[src/rtl/sle_pkg.sv]
// ============================================================================
// sle_pkg: shared types and constants of the serial line editor
// Holds the line geometry, the configuration register indexes, the state
// machine encoding and the command and status groups between the controller
// and the datapath.
// ============================================================================
package sle_pkg;

	// Receive buffer size; one slot is kept for the terminator and one spare.
	localparam int BufferSize = 32;
	localparam int LineCap    = BufferSize - 2;
	localparam int IdxW       = (LineCap > 1) ? $clog2(LineCap) : 1;
	localparam int FillW      = $clog2(LineCap + 1);
	localparam int ByteW      = 8;
	localparam int CfgIdxW    = 2;

	// Configuration register indexes.
	localparam logic [CfgIdxW-1:0] CFG_ENTER = 2'd0;
	localparam logic [CfgIdxW-1:0] CFG_ERASE = 2'd1;
	localparam logic [CfgIdxW-1:0] CFG_BLANK = 2'd2;

	// Reset values of the configuration registers.
	localparam logic [ByteW-1:0] ENTER_RST = 8'd13;
	localparam logic [ByteW-1:0] ERASE_RST = 8'd8;
	localparam logic [ByteW-1:0] BLANK_RST = 8'd32;

	// Output beat kinds.
	localparam logic KIND_ECHO = 1'b0;
	localparam logic KIND_LINE = 1'b1;

	typedef enum logic [2:0] {
		ST_IDLE,
		ST_DECIDE,
		ST_ECHO,
		ST_ERASE1,
		ST_ERASE2,
		ST_ERASE3,
		ST_DRAIN
	} sle_state_t;

	// Source of the byte loaded into the output register.
	typedef enum logic [1:0] {
		SRC_RX,
		SRC_BLANK,
		SRC_LINE
	} sle_src_t;

	typedef struct packed {
		logic     capture;   // latch the received byte
		logic     store;     // write the byte into the line and grow the line
		logic     fill_dec;  // drop the last character
		logic     fill_clr;  // empty the line
		logic     rd_start;  // read the first line character
		logic     rd_next;   // read the following line character
		logic     out_load;  // load the output register
		sle_src_t src;
		logic     out_kind;
		logic     out_last;
	} sle_cmd_t;

	typedef struct packed {
		logic is_enter;
		logic is_erase;
		logic line_empty;
		logic line_full;
		logic line_end;   // the character in the read register is the last one
		logic out_free;   // the output register can take a beat this cycle
	} sle_sts_t;

endpackage

[src/rtl/sle_ram.sv]
// ============================================================================
// sle_ram: generic single-port-write RAM
// One write port and one read port with a registered read; the read data
// holds while no read is issued.
// ============================================================================
module sle_ram #(
	parameter int Width = 8,
	parameter int Depth = 30
) (
	input  logic                                        clk,
	input  logic                                        we,
	input  logic [((Depth > 1) ? $clog2(Depth) : 1)-1:0] waddr,
	input  logic [Width-1:0]                            wdata,
	input  logic                                        re,
	input  logic [((Depth > 1) ? $clog2(Depth) : 1)-1:0] raddr,
	output logic [Width-1:0]                            rdata
);

	logic [Width-1:0] mem_q [Depth];
	logic [Width-1:0] rdata_q;

	always_ff @(posedge clk) begin
		if (we) begin
			mem_q[waddr] <= wdata;
		end
		if (re) begin
			rdata_q <= mem_q[raddr];
		end
	end

	assign rdata = rdata_q;

endmodule

[src/rtl/sle_datapath.sv]
// ============================================================================
// sle_datapath: registers, line memory and output register of the editor
// Keeps the configuration codes, the received byte, the fill count, the
// drain pointer and the output beat, and carries out controller commands.
// ============================================================================
module sle_datapath
	import sle_pkg::*;
(
	input  logic               clk,
	input  logic               arst_n,
	input  logic               cfg_we,
	input  logic [CfgIdxW-1:0] cfg_index,
	input  logic [ByteW-1:0]   cfg_data,
	input  logic [ByteW-1:0]   rx_byte,
	input  sle_cmd_t           cmd,
	output sle_sts_t           sts,
	output logic               m_tvalid,
	input  logic               m_tready,
	output logic [ByteW-1:0]   m_tdata,
	output logic               m_tuser,
	output logic               m_tlast
);

	logic [ByteW-1:0] enter_q;
	logic [ByteW-1:0] erase_q;
	logic [ByteW-1:0] blank_q;
	logic [ByteW-1:0] rx_q;
	logic [FillW-1:0] fill_q;
	logic [IdxW-1:0]  rd_idx_q;
	logic             out_valid_q;
	logic [ByteW-1:0] out_byte_q;
	logic             out_kind_q;
	logic             out_last_q;

	logic [IdxW-1:0]  raddr;
	logic [ByteW-1:0] rdata;
	logic [ByteW-1:0] out_byte_d;

	always_ff @(posedge clk or negedge arst_n) begin
		if (!arst_n) begin
			enter_q <= ENTER_RST;
			erase_q <= ERASE_RST;
			blank_q <= BLANK_RST;
		end else if (cfg_we) begin
			unique case (cfg_index)
				CFG_ENTER: enter_q <= cfg_data;
				CFG_ERASE: erase_q <= cfg_data;
				CFG_BLANK: blank_q <= cfg_data;
				default: ;
			endcase
		end
	end

	always_ff @(posedge clk) begin
		if (cmd.capture) begin
			rx_q <= rx_byte;
		end
	end

	always_ff @(posedge clk or negedge arst_n) begin
		if (!arst_n) begin
			fill_q <= '0;
		end else if (cmd.fill_clr) begin
			fill_q <= '0;
		end else if (cmd.store) begin
			fill_q <= fill_q + FillW'(1);
		end else if (cmd.fill_dec) begin
			fill_q <= fill_q - FillW'(1);
		end
	end

	always_ff @(posedge clk or negedge arst_n) begin
		if (!arst_n) begin
			rd_idx_q <= '0;
		end else if (cmd.rd_start) begin
			rd_idx_q <= '0;
		end else if (cmd.rd_next) begin
			rd_idx_q <= rd_idx_q + IdxW'(1);
		end
	end

	// The next read looks one character ahead of the one being delivered.
	assign raddr = cmd.rd_start ? '0 : rd_idx_q + IdxW'(1);

	sle_ram #(
		.Width(ByteW),
		.Depth(LineCap)
	) u_line_ram (
		.clk  (clk),
		.we   (cmd.store),
		.waddr(fill_q[IdxW-1:0]),
		.wdata(rx_q),
		.re   (cmd.rd_start | cmd.rd_next),
		.raddr(raddr),
		.rdata(rdata)
	);

	always_comb begin
		unique case (cmd.src)
			SRC_RX:    out_byte_d = rx_q;
			SRC_BLANK: out_byte_d = blank_q;
			SRC_LINE:  out_byte_d = rdata;
			default:   out_byte_d = rx_q;
		endcase
	end

	always_ff @(posedge clk or negedge arst_n) begin
		if (!arst_n) begin
			out_valid_q <= 1'b0;
		end else if (cmd.out_load) begin
			out_valid_q <= 1'b1;
		end else if (m_tready) begin
			out_valid_q <= 1'b0;
		end
	end

	always_ff @(posedge clk) begin
		if (cmd.out_load) begin
			out_byte_q <= out_byte_d;
			out_kind_q <= cmd.out_kind;
			out_last_q <= cmd.out_last;
		end
	end

	assign m_tvalid = out_valid_q;
	assign m_tdata  = out_byte_q;
	assign m_tuser  = out_kind_q;
	assign m_tlast  = out_last_q;

	assign sts.is_enter   = (rx_q == enter_q);
	assign sts.is_erase   = (rx_q == erase_q);
	assign sts.line_empty = (fill_q == '0);
	assign sts.line_full  = (fill_q == FillW'(LineCap));
	assign sts.line_end   = ((FillW'(rd_idx_q) + FillW'(1)) == fill_q);
	assign sts.out_free   = !out_valid_q || m_tready;

`ifndef ASSERT_OFF
	a_fill_in_range: assert property (@(posedge clk) disable iff (!arst_n)
		fill_q <= FillW'(LineCap))
		else $error("fill count beyond line capacity");

	a_store_has_room: assert property (@(posedge clk) disable iff (!arst_n)
		cmd.store |-> !sts.line_full)
		else $error("store into a full line");

	a_no_overwrite: assert property (@(posedge clk) disable iff (!arst_n)
		cmd.out_load |-> sts.out_free)
		else $error("output beat overwritten before it was taken");

	a_drain_bound: assert property (@(posedge clk) disable iff (!arst_n)
		cmd.rd_next |-> !sts.line_end && !sts.line_empty)
		else $error("line read past its last character");

	a_clear_empties: assert property (@(posedge clk) disable iff (!arst_n)
		cmd.fill_clr |=> sts.line_empty)
		else $error("line not empty after clear");
`endif

endmodule

[src/rtl/sle_ctrl.sv]
// ============================================================================
// sle_ctrl: controller of the serial line editor
// Accepts one received byte at a time, classifies it and sequences the echo
// beats or the drain of the stored line.
// ============================================================================
module sle_ctrl
	import sle_pkg::*;
(
	input  logic     clk,
	input  logic     arst_n,
	input  logic     s_tvalid,
	output logic     s_tready,
	input  sle_sts_t sts,
	output sle_cmd_t cmd
);

	sle_state_t state_q;
	sle_state_t state_d;

	always_ff @(posedge clk or negedge arst_n) begin
		if (!arst_n) begin
			state_q <= ST_IDLE;
		end else begin
			state_q <= state_d;
		end
	end

	always_comb begin
		state_d  = state_q;
		cmd      = '0;
		s_tready = 1'b0;
		unique case (state_q)
			ST_IDLE: begin
				s_tready = 1'b1;
				if (s_tvalid) begin
					cmd.capture = 1'b1;
					state_d     = ST_DECIDE;
				end
			end
			ST_DECIDE: begin
				// Enter wins when the enter and erase codes are equal.
				priority if (sts.is_enter) begin
					if (!sts.line_empty) begin
						cmd.rd_start = 1'b1;
						state_d      = ST_DRAIN;
					end else begin
						state_d = ST_IDLE;
					end
				end else if (sts.is_erase) begin
					if (!sts.line_empty) begin
						cmd.fill_dec = 1'b1;
						state_d      = ST_ERASE1;
					end else begin
						state_d = ST_IDLE;
					end
				end else begin
					if (!sts.line_full) begin
						cmd.store = 1'b1;
						state_d   = ST_ECHO;
					end else begin
						state_d = ST_IDLE;
					end
				end
			end
			ST_ECHO: begin
				if (sts.out_free) begin
					cmd.out_load = 1'b1;
					cmd.src      = SRC_RX;
					cmd.out_kind = KIND_ECHO;
					cmd.out_last = 1'b1;
					state_d      = ST_IDLE;
				end
			end
			ST_ERASE1: begin
				if (sts.out_free) begin
					cmd.out_load = 1'b1;
					cmd.src      = SRC_RX;
					cmd.out_kind = KIND_ECHO;
					state_d      = ST_ERASE2;
				end
			end
			ST_ERASE2: begin
				if (sts.out_free) begin
					cmd.out_load = 1'b1;
					cmd.src      = SRC_BLANK;
					cmd.out_kind = KIND_ECHO;
					state_d      = ST_ERASE3;
				end
			end
			ST_ERASE3: begin
				if (sts.out_free) begin
					cmd.out_load = 1'b1;
					cmd.src      = SRC_RX;
					cmd.out_kind = KIND_ECHO;
					cmd.out_last = 1'b1;
					state_d      = ST_IDLE;
				end
			end
			ST_DRAIN: begin
				if (sts.out_free) begin
					cmd.out_load = 1'b1;
					cmd.src      = SRC_LINE;
					cmd.out_kind = KIND_LINE;
					cmd.out_last = sts.line_end;
					if (sts.line_end) begin
						cmd.fill_clr = 1'b1;
						state_d      = ST_IDLE;
					end else begin
						cmd.rd_next = 1'b1;
					end
				end
			end
			default: begin
				state_d = ST_IDLE;
			end
		endcase
	end

endmodule

[src/rtl/serial_line_editor_with_echo.sv]
// ============================================================================
// serial_line_editor_with_echo: command line editor with local echo
// Assembles received terminal bytes into a line, echoes them, handles erase
// and releases the finished line on enter.
// ============================================================================
// Each received byte is taken in one beat and handled on its own: the input
// accepts the next byte only once the previous one has been fully worked off.
// A byte is first accepted and then classified; a normal byte then yields
// its echo beat, an erase yields three echo beats (erase, blank, erase) one
// per cycle, and an enter streams the stored line out of the line memory at
// one character per cycle, in both cases while the output is not stalled.
// A full line holds 30 characters. The line memory has a registered read,
// which is why the drain reads one character ahead. A finished beat waits
// in the output register, and the block keeps accepting input while it
// waits. Line beats carry tuser high and echo beats carry it low; tlast
// marks the final beat that one received byte causes. Bytes arriving on a
// full line are dropped, and enter or erase on an empty line produce
// nothing. The configuration port is meant to be written only while the
// block is idle.
// ============================================================================
module serial_line_editor_with_echo
	import sle_pkg::*;
(
	input  logic               clk,
	input  logic               arst_n,
	// Configuration write port: index 0 enter code, 1 erase code, 2 blank code.
	input  logic               cfg_we,
	input  logic [CfgIdxW-1:0] cfg_index,
	input  logic [ByteW-1:0]   cfg_data,
	// Received byte stream.
	input  logic               s_tvalid,
	output logic               s_tready,
	input  logic [ByteW-1:0]   s_tdata,   // [7:0] rx_data
	// Echo and line stream.
	output logic               m_tvalid,
	input  logic               m_tready,
	output logic [ByteW-1:0]   m_tdata,   // [7:0] out_byte
	output logic               m_tuser,   // [0] kind: 0 echo, 1 line character
	output logic               m_tlast    // final beat caused by one received byte
);

	sle_cmd_t cmd;
	sle_sts_t sts;

	// The controller sequences the work for each received byte.
	sle_ctrl u_ctrl (
		.clk     (clk),
		.arst_n  (arst_n),
		.s_tvalid(s_tvalid),
		.s_tready(s_tready),
		.sts     (sts),
		.cmd     (cmd)
	);

	// The datapath holds the codes, the line memory and the output register.
	sle_datapath u_datapath (
		.clk      (clk),
		.arst_n   (arst_n),
		.cfg_we   (cfg_we),
		.cfg_index(cfg_index),
		.cfg_data (cfg_data),
		.rx_byte  (s_tdata),
		.cmd      (cmd),
		.sts      (sts),
		.m_tvalid (m_tvalid),
		.m_tready (m_tready),
		.m_tdata  (m_tdata),
		.m_tuser  (m_tuser),
		.m_tlast  (m_tlast)
	);

endmodule

[config.mk]
export PLATFORM = sky130hd
export DESIGN_NAME = serial_line_editor_with_echo
export DESIGN_NICKNAME = d
export VERILOG_FILES = /design/src/rtl/sle_pkg.sv /design/src/rtl/sle_ram.sv /design/src/rtl/sle_datapath.sv /design/src/rtl/sle_ctrl.sv /design/src/rtl/serial_line_editor_with_echo.sv
export SDC_FILE = /design/constraint.sdc
export NUM_CORES = 1
export LEC_CHECK = 0
export ABC_AREA = 1
export BUFFER_PORTS_ARGS = -buffer_cell sky130_fd_sc_hd__buf_2
export CAP_MARGIN = 10
export CELL_PAD_IN_SITES_DETAIL_PLACEMENT = 0
export CELL_PAD_IN_SITES_GLOBAL_PLACEMENT = 1
export CORE_ASPECT_RATIO = 0.75
export CORE_MARGIN = 5
export CORE_UTILIZATION = 45
export CTS_CLUSTER_DIAMETER = 50
export DETAILED_ROUTE_END_ITERATION = 7
export GPL_TIMING_DRIVEN = 0
export PLACE_DENSITY_LB_ADDON = 0.25
export RECOVER_POWER = 25
export SYNTH_ARGS = -nofsm -noshare
export SYNTH_HDL_FRONTEND = slang
export SYNTH_HIERARCHICAL = 1
export SYNTH_SLANG_ARGS = --single-unit
[constraint.sdc]
create_clock -name clk -period 2.9 [get_ports clk]
set_input_delay 0.145 -clock clk [delete_from_list [all_inputs] [get_ports clk]]
set_output_delay 0.145 -clock clk [all_outputs]
set_load 0.05 [all_outputs]
======== Word level (Yosys, flattened, before mapping) ========
Memory sizes are Yosys's and may differ from the RTL's. A register that Yosys moved wholly into a read port is not among the register bits.
Cells that the tools add are included.
word-level totals
  bits in registers ....................... 56
  memory bits (writable) .................. 240
  output and inout bits ................... 12
  memories ................................ 1
cells by class
  $add $sub $neg .......................... 3
  eq/ne operators ......................... 20
  muxes and demuxes ....................... 45
  bitwise gates (word level) .............. 1
  reductions and logical operators ........ 13
memory list
  memory                       depth  bits a word  rd ports  clocked after Yosys merged registers in  write ports  line           source
  u_datapath.u_line_ram.mem_q  30     8            1         1                                        1            sle_ram.sv:19  logic [Width-1:0] mem_q [Depth];
operator list
  operator               number
  $mux W5                7
  $mux W3                8
  $mux W1                18
  $pmux W3 S6            1
  $eq A8 B8 Y1           2
  $pmux W4 S4            1
  $pmux W8 S2            1
  $add A5 B1 Y5 const B  2
  $mux W2                5
  $eq A3 B3 Y1 const B   3
  $mux W4                2
  $ne A2 B2 Y1 const B   4
  $eq A3 B2 Y1 const B   2
  $mux W6                1
  $reduce_and A2 Y1      3
  $reduce_and A6 Y1      1
  $eq A5 B5 Y1           1
  $eq A5 B5 Y1 const B   1
  $logic_not A5 Y1       1
  $sub A5 B1 Y5 const B  1
  $eq A2 B1 Y1 const B   2
  $eq A2 B2 Y1 const B   2
  $ne A2 B1 Y1 const B   2
  $reduce_bool A2 Y1     2
  9 further kinds        9

======== Longest topological paths before layout ========
  depth in word-level cells ............... 8
  mapped depth ............................ 19

======== Hierarchy ========
Netlist, hierarchy kept.
by module, submodules not included
  module        instances  cells an instance  area each (µm²)
  sle_ram       1          872                10110.9
  sle_datapath  1          280                2575.0
  sle_ctrl      1          64                 345.3

======== Least setup slack after synthesis ========
No wires, ideal clock.
  path type ............................... reg2reg
  start point ............................. register u_datapath.rx_q[0]
  end point ............................... register u_datapath.fill_q[4]
  arrival time ............................ 2.896 ns
  data required time ...................... 2.835 ns
  path slack .............................. -0.062 ns
  stages on the path, launching flop included .. 14
  buffers on the path ..................... 0
  clock period less this slack ............ 2.962 ns
  path through ............................ edfxtp_1 -> inv_1 -> or2_2 -> nand4_1 -> nor3_1 -> or2_2 -> nor3_2 -> inv_1 -> fa_1 -> nand2_1 -> a21oi_1 -> o21ai_0 -> nand3_1 -> nand2_1
RTL lines
  item                    line                source
  from (decl)             sle_datapath.sv:27  logic [ByteW-1:0] rx_q;
  from (signal assigned)  sle_datapath.sv:56  rx_q <= rx_byte;
  to (signal assigned)    sle_datapath.sv:66  fill_q <= fill_q + FillW'(1);
  to (signal assigned)    sle_datapath.sv:68  fill_q <= fill_q - FillW'(1);
  to (decl)               sle_datapath.sv:28  logic [FillW-1:0] fill_q;

==> summary.txt <==
Cells and area
  – # nets final: 1,385
  – Fin util: 56.5%
  – Most frequent cells in the layout: nand2_1 (411), edfxtp_1 (266), nand3_1 (191)
  – Fraction of layout cells with a size suffix above 1: 18.9%
  – Area Growth Syn to Fin: 25.1%
  – Ant. Diodes: 0
  – Most common cell after layout, fill and taps aside: nand2_1
  – Post-route non-filler standard cell count: 1,770

Min path
  – Worst hold start: cfg_data[4]
  – Hold worst-path end: u_datapath/erase_q[4]$_DFFE_PN0P_
  – Hold Path Cell Cnt: 3
  – HP Class: input port to flop

Critical path
  – Worst Path Max Fanout: 24
  – Critical register-to-register path startpoint: u_datapath/rx_q[3]$_DFFE_PP_
  – CP Data Required Time: 3090 ps
  – Cell family with most CP delay: simple AND/OR/NAND/NOR gates
  – Cells along the critical path: buf_4, buf_16, xnor2_1, nand4_1, nor3_2, or2_2, nor3_4, buf_12, nand3_4, nor2_4
  – Slowest CP cell: edfxtp_1
  – Reg-to-reg slack, setup: 70 ps
  – Reg2reg path depth: 10
  – CP max stage delay: 480 ps
  – Crit start category: flop
  – CP Class: flop to flop
  – Arrival time at the worst endpoint: 3010 ps
  – Setup crit end kind: flop
  – Worst path bufs/invs: 3
  – FF-to-FF End: u_datapath/u_line_ram/mem_q[8][7]$_DFFE_PP_

Synth
  – Syn Nets: 1,246
  – Number of enable flip-flop cells after synthesis: 266
  – Unique masters post-synth: 32
  – Syn avg cell area: 10.7 um^2
  – Synth Cell Area: 0.0130 mm^2
  – Yosys warnings: 6
  – Biggest area consumer among synthesized cells: edfxtp_1
  – Mapped Cells: 1,216
  – Most used DFF post-synth: edfxtp_1
  – Synth area leaders: edfxtp_1 (61%), nand2_1 (12%), nand3_1 (8.0%)
  – #FFs+latches synth: 304
  – Top cell type's share of synthesized area: 61.3%
  – Register area share after synthesis: 68.6%
  – Post-synth ARST share: 12.5%

Clock tree
  – CTS clk-pin slew, worst paths: 60 ps
  – Clk sinks: 304
  – CTS tree: built
  – Worst-Skew Late Latency: 520 ps
  – Root Buffer: clkbuf_16
  – TritonCTS buffer count: 34
  – H-tree depth: 2
  – Maximum clock path buffer count: 3

Placed design
  – Dpl cells: 1,649
  – # port buffers: 34
  – Dpl ws: -1230 ps
  – DPL Wire Length: 24.5 mm
  – Placer Congestion: 0.849

Timing
  – Final Hold Viols: 0
  – Worst Slack Setup Final: 72.9 ps
  – Setup violators final: 0
  – Min Tclk post-route: 2830 ps
  – RSZ-0062 raised after global routing: true
  – Maximum clock rate: 354 MHz
  – Worst-Margin Slew: 2100 ps
  – Slew HR: -40.1%
  – Worst clock skew: 20.4 ps
  – Period utilization: 97.5%
  – Max-slew violations: 39

Global routing
  – Vias in the first global route: 8,811
  – Total GRT Usage: 22.8%
  – First-pass GRT wire length: 54.3 mm
  – Largest net degree at the start of global routing: 39
  – GRT overflow: 0
  – Initial antenna violation count: 1

Floorplan
  – Starting density of the core: 45.2%
  – Core area: 0.0289 mm^2
  – Die height: 157 um
  – Row count: 54
  – DIE AREA: 0.0325 mm^2
  – Die width: 206 um
  – # IOs: 35

Drt
  – Drt drc: 0
  – Vias: 9,414
  – Detail Route Antenna Nets: 0
  – Initial DRC Count: 1,124
  – Average wire per standard cell: 21.1 um
  – Pre-antenna DRT Iters: 6
  – Final wirelength: 37.3 mm
  – Via density: 5.32

Run status
  – Failing checks: max-capacitance violations, max-slew violations
  – Status: complete, but fails checks

Power and ir drop
  – Leakage: 0.00628 uW
  – Cell Pwr Density: 1020 mW/mm^2
  – Peak VDD IR: 0.000513 V

Job
  – Maxcap violations: 1
==> Yosys cell counts (3+ instances only) <==
master    number
nand2_1      417
edfxtp_1     266
nand3_1      207
inv_1         61
nor2_1        60
o21ai_0       35
dfrtp_1       33
buf_2         30
a21oi_1       20
xnor2_1       15
clkbuf_1      13
ha_1           6
buf_4          5
buf_6          5
dfstp_2        5
nand4_1        5
nor2_2         5
nor3_1         4
buf_1          3
inv_2          3
o22ai_1        3
==> state kept, by name, indices dropped and copies added, names as in the netlist <==
| register | flops |
|---|---|
| u_datapath/m_tdata | 8 |
| u_datapath/m_tuser | 1 |
| u_datapath/enter_q | 8 |
| u_datapath/fill_q | 5 |
| u_datapath/erase_q | 8 |
| u_datapath/rd_idx_q | 5 |
| u_ctrl/state_q | 3 |
| u_datapath/m_tvalid | 1 |
| u_datapath/rx_q | 8 |
| u_datapath/u_line_ram/rdata | 8 |
| u_datapath/m_tlast | 1 |
| u_datapath/u_line_ram/mem_q | 240 |
| u_datapath/blank_q | 8 |
==> logic make-up (layout without fill, tap and decap cells) <==
family	Yosys count	after routing	share of synthesized area [%]
AOI/OAI and AO/OA	60	60	2.37
and+or+nand+nor	706	706	22.8
muxes	1	1	0.115
adders and majority gates	7	7	0.730
xor gates and xnor gates	17	17	1.14
buffers and inverters	121	283	4.22
DFF	304	304	68.6
==> through the flow <==
| step | total power (uW) | setup TNS, ps | hold slack [ps] | cell area, um^2 |
|---|---|---|---|---|
| 2_1_floorplan | 9270 | 0 | -151 | 13000 |
| 3_3_place_gp | 11200 | -354230 | 323 | 13700 |
| 3_5_place_dp | 11400 | -271100 | 319 | 13900 |
| 4_1_cts | 15900 | -38.2 | 8.87 | 15600 |
| 5_1_grt | 17400 | -56.7 | 27.5 | 16300 |
| 6_report | 16600 | 0 | 23.3 | 16300 |
==> per-layer routing <==
metal | share of wire, % | GRT usage (%)
met1 | 46 | 35.7
met4 | 1.4 | 5.32
met2 | 43 | 32.7
met5 | 0 | 0
met3 | 9.3 | 4.72
==> tightest hold or removal path, delay by kind of cell <==
family | cells | cell delay, ps
buffers and inverters | 2 | 170
AOI/OAI and AO/OA | 1 | 180
==> cell type report <==
cell class	instances	area [um^2]
Clock inverter	12	110
Clock buffer	47	941
Buffer	56	497
Fill cell	2494	12600
Inverter	65	259
Multi-Input combinational cell	791	3960
Sequential cell	304	8950
Timing Repair Buffer	103	1090
Tap cell	392	490
==> where the power goes <==
part / leakage, uW / internal [uW] / switching, uW / total (uW)
clock network: 0.000508 / 2370 / 1710 / 4080
registers: 0.00286 / 5380 / 283 / 5660
logic: 0.00291 / 2200 / 4640 / 6840
==> repair_timing <==
item,in CTS,in global routing
gates cloned,0,3
endpoints found under the setup margin,262,189
pin swaps,4,28
hold buffers,17,0
resized for setup,100,100
setup buffers,16,25
endpoints found under the hold margin,62,0
==> how the worst max path moves through the flow <==
| stage | startpoint | endpoint | slack (ps) | depth (start not counted) |
|---|---|---|---|---|
| floorplan | u_datapath/rx_q[0]$_DFFE_PP_ | u_datapath/fill_q[4]$_DFFE_PN0P_ | 20 | 13 |
| global placement | u_datapath/rx_q[0]$_DFFE_PP_ | u_datapath/u_line_ram/mem_q[24][2]$_DFFE_PP_ | -1520 | 8 |
| detailed placement | u_datapath/rx_q[1]$_DFFE_PP_ | u_datapath/u_line_ram/mem_q[24][7]$_DFFE_PP_ | -1230 | 7 |
| CTS | u_datapath/rx_q[2]$_DFFE_PP_ | u_datapath/u_line_ram/rdata[0]$_DFFE_PP_ | -10 | 17 |
| global route | u_datapath/fill_q[2]$_DFFE_PN0P_ | u_datapath/u_line_ram/rdata[4]$_DFFE_PP_ | -20 | 14 |
| finish | u_datapath/rx_q[3]$_DFFE_PP_ | u_datapath/u_line_ram/mem_q[8][7]$_DFFE_PP_ | 70 | 10 |
No activity file was read; power rests on OpenSTA's default activity.
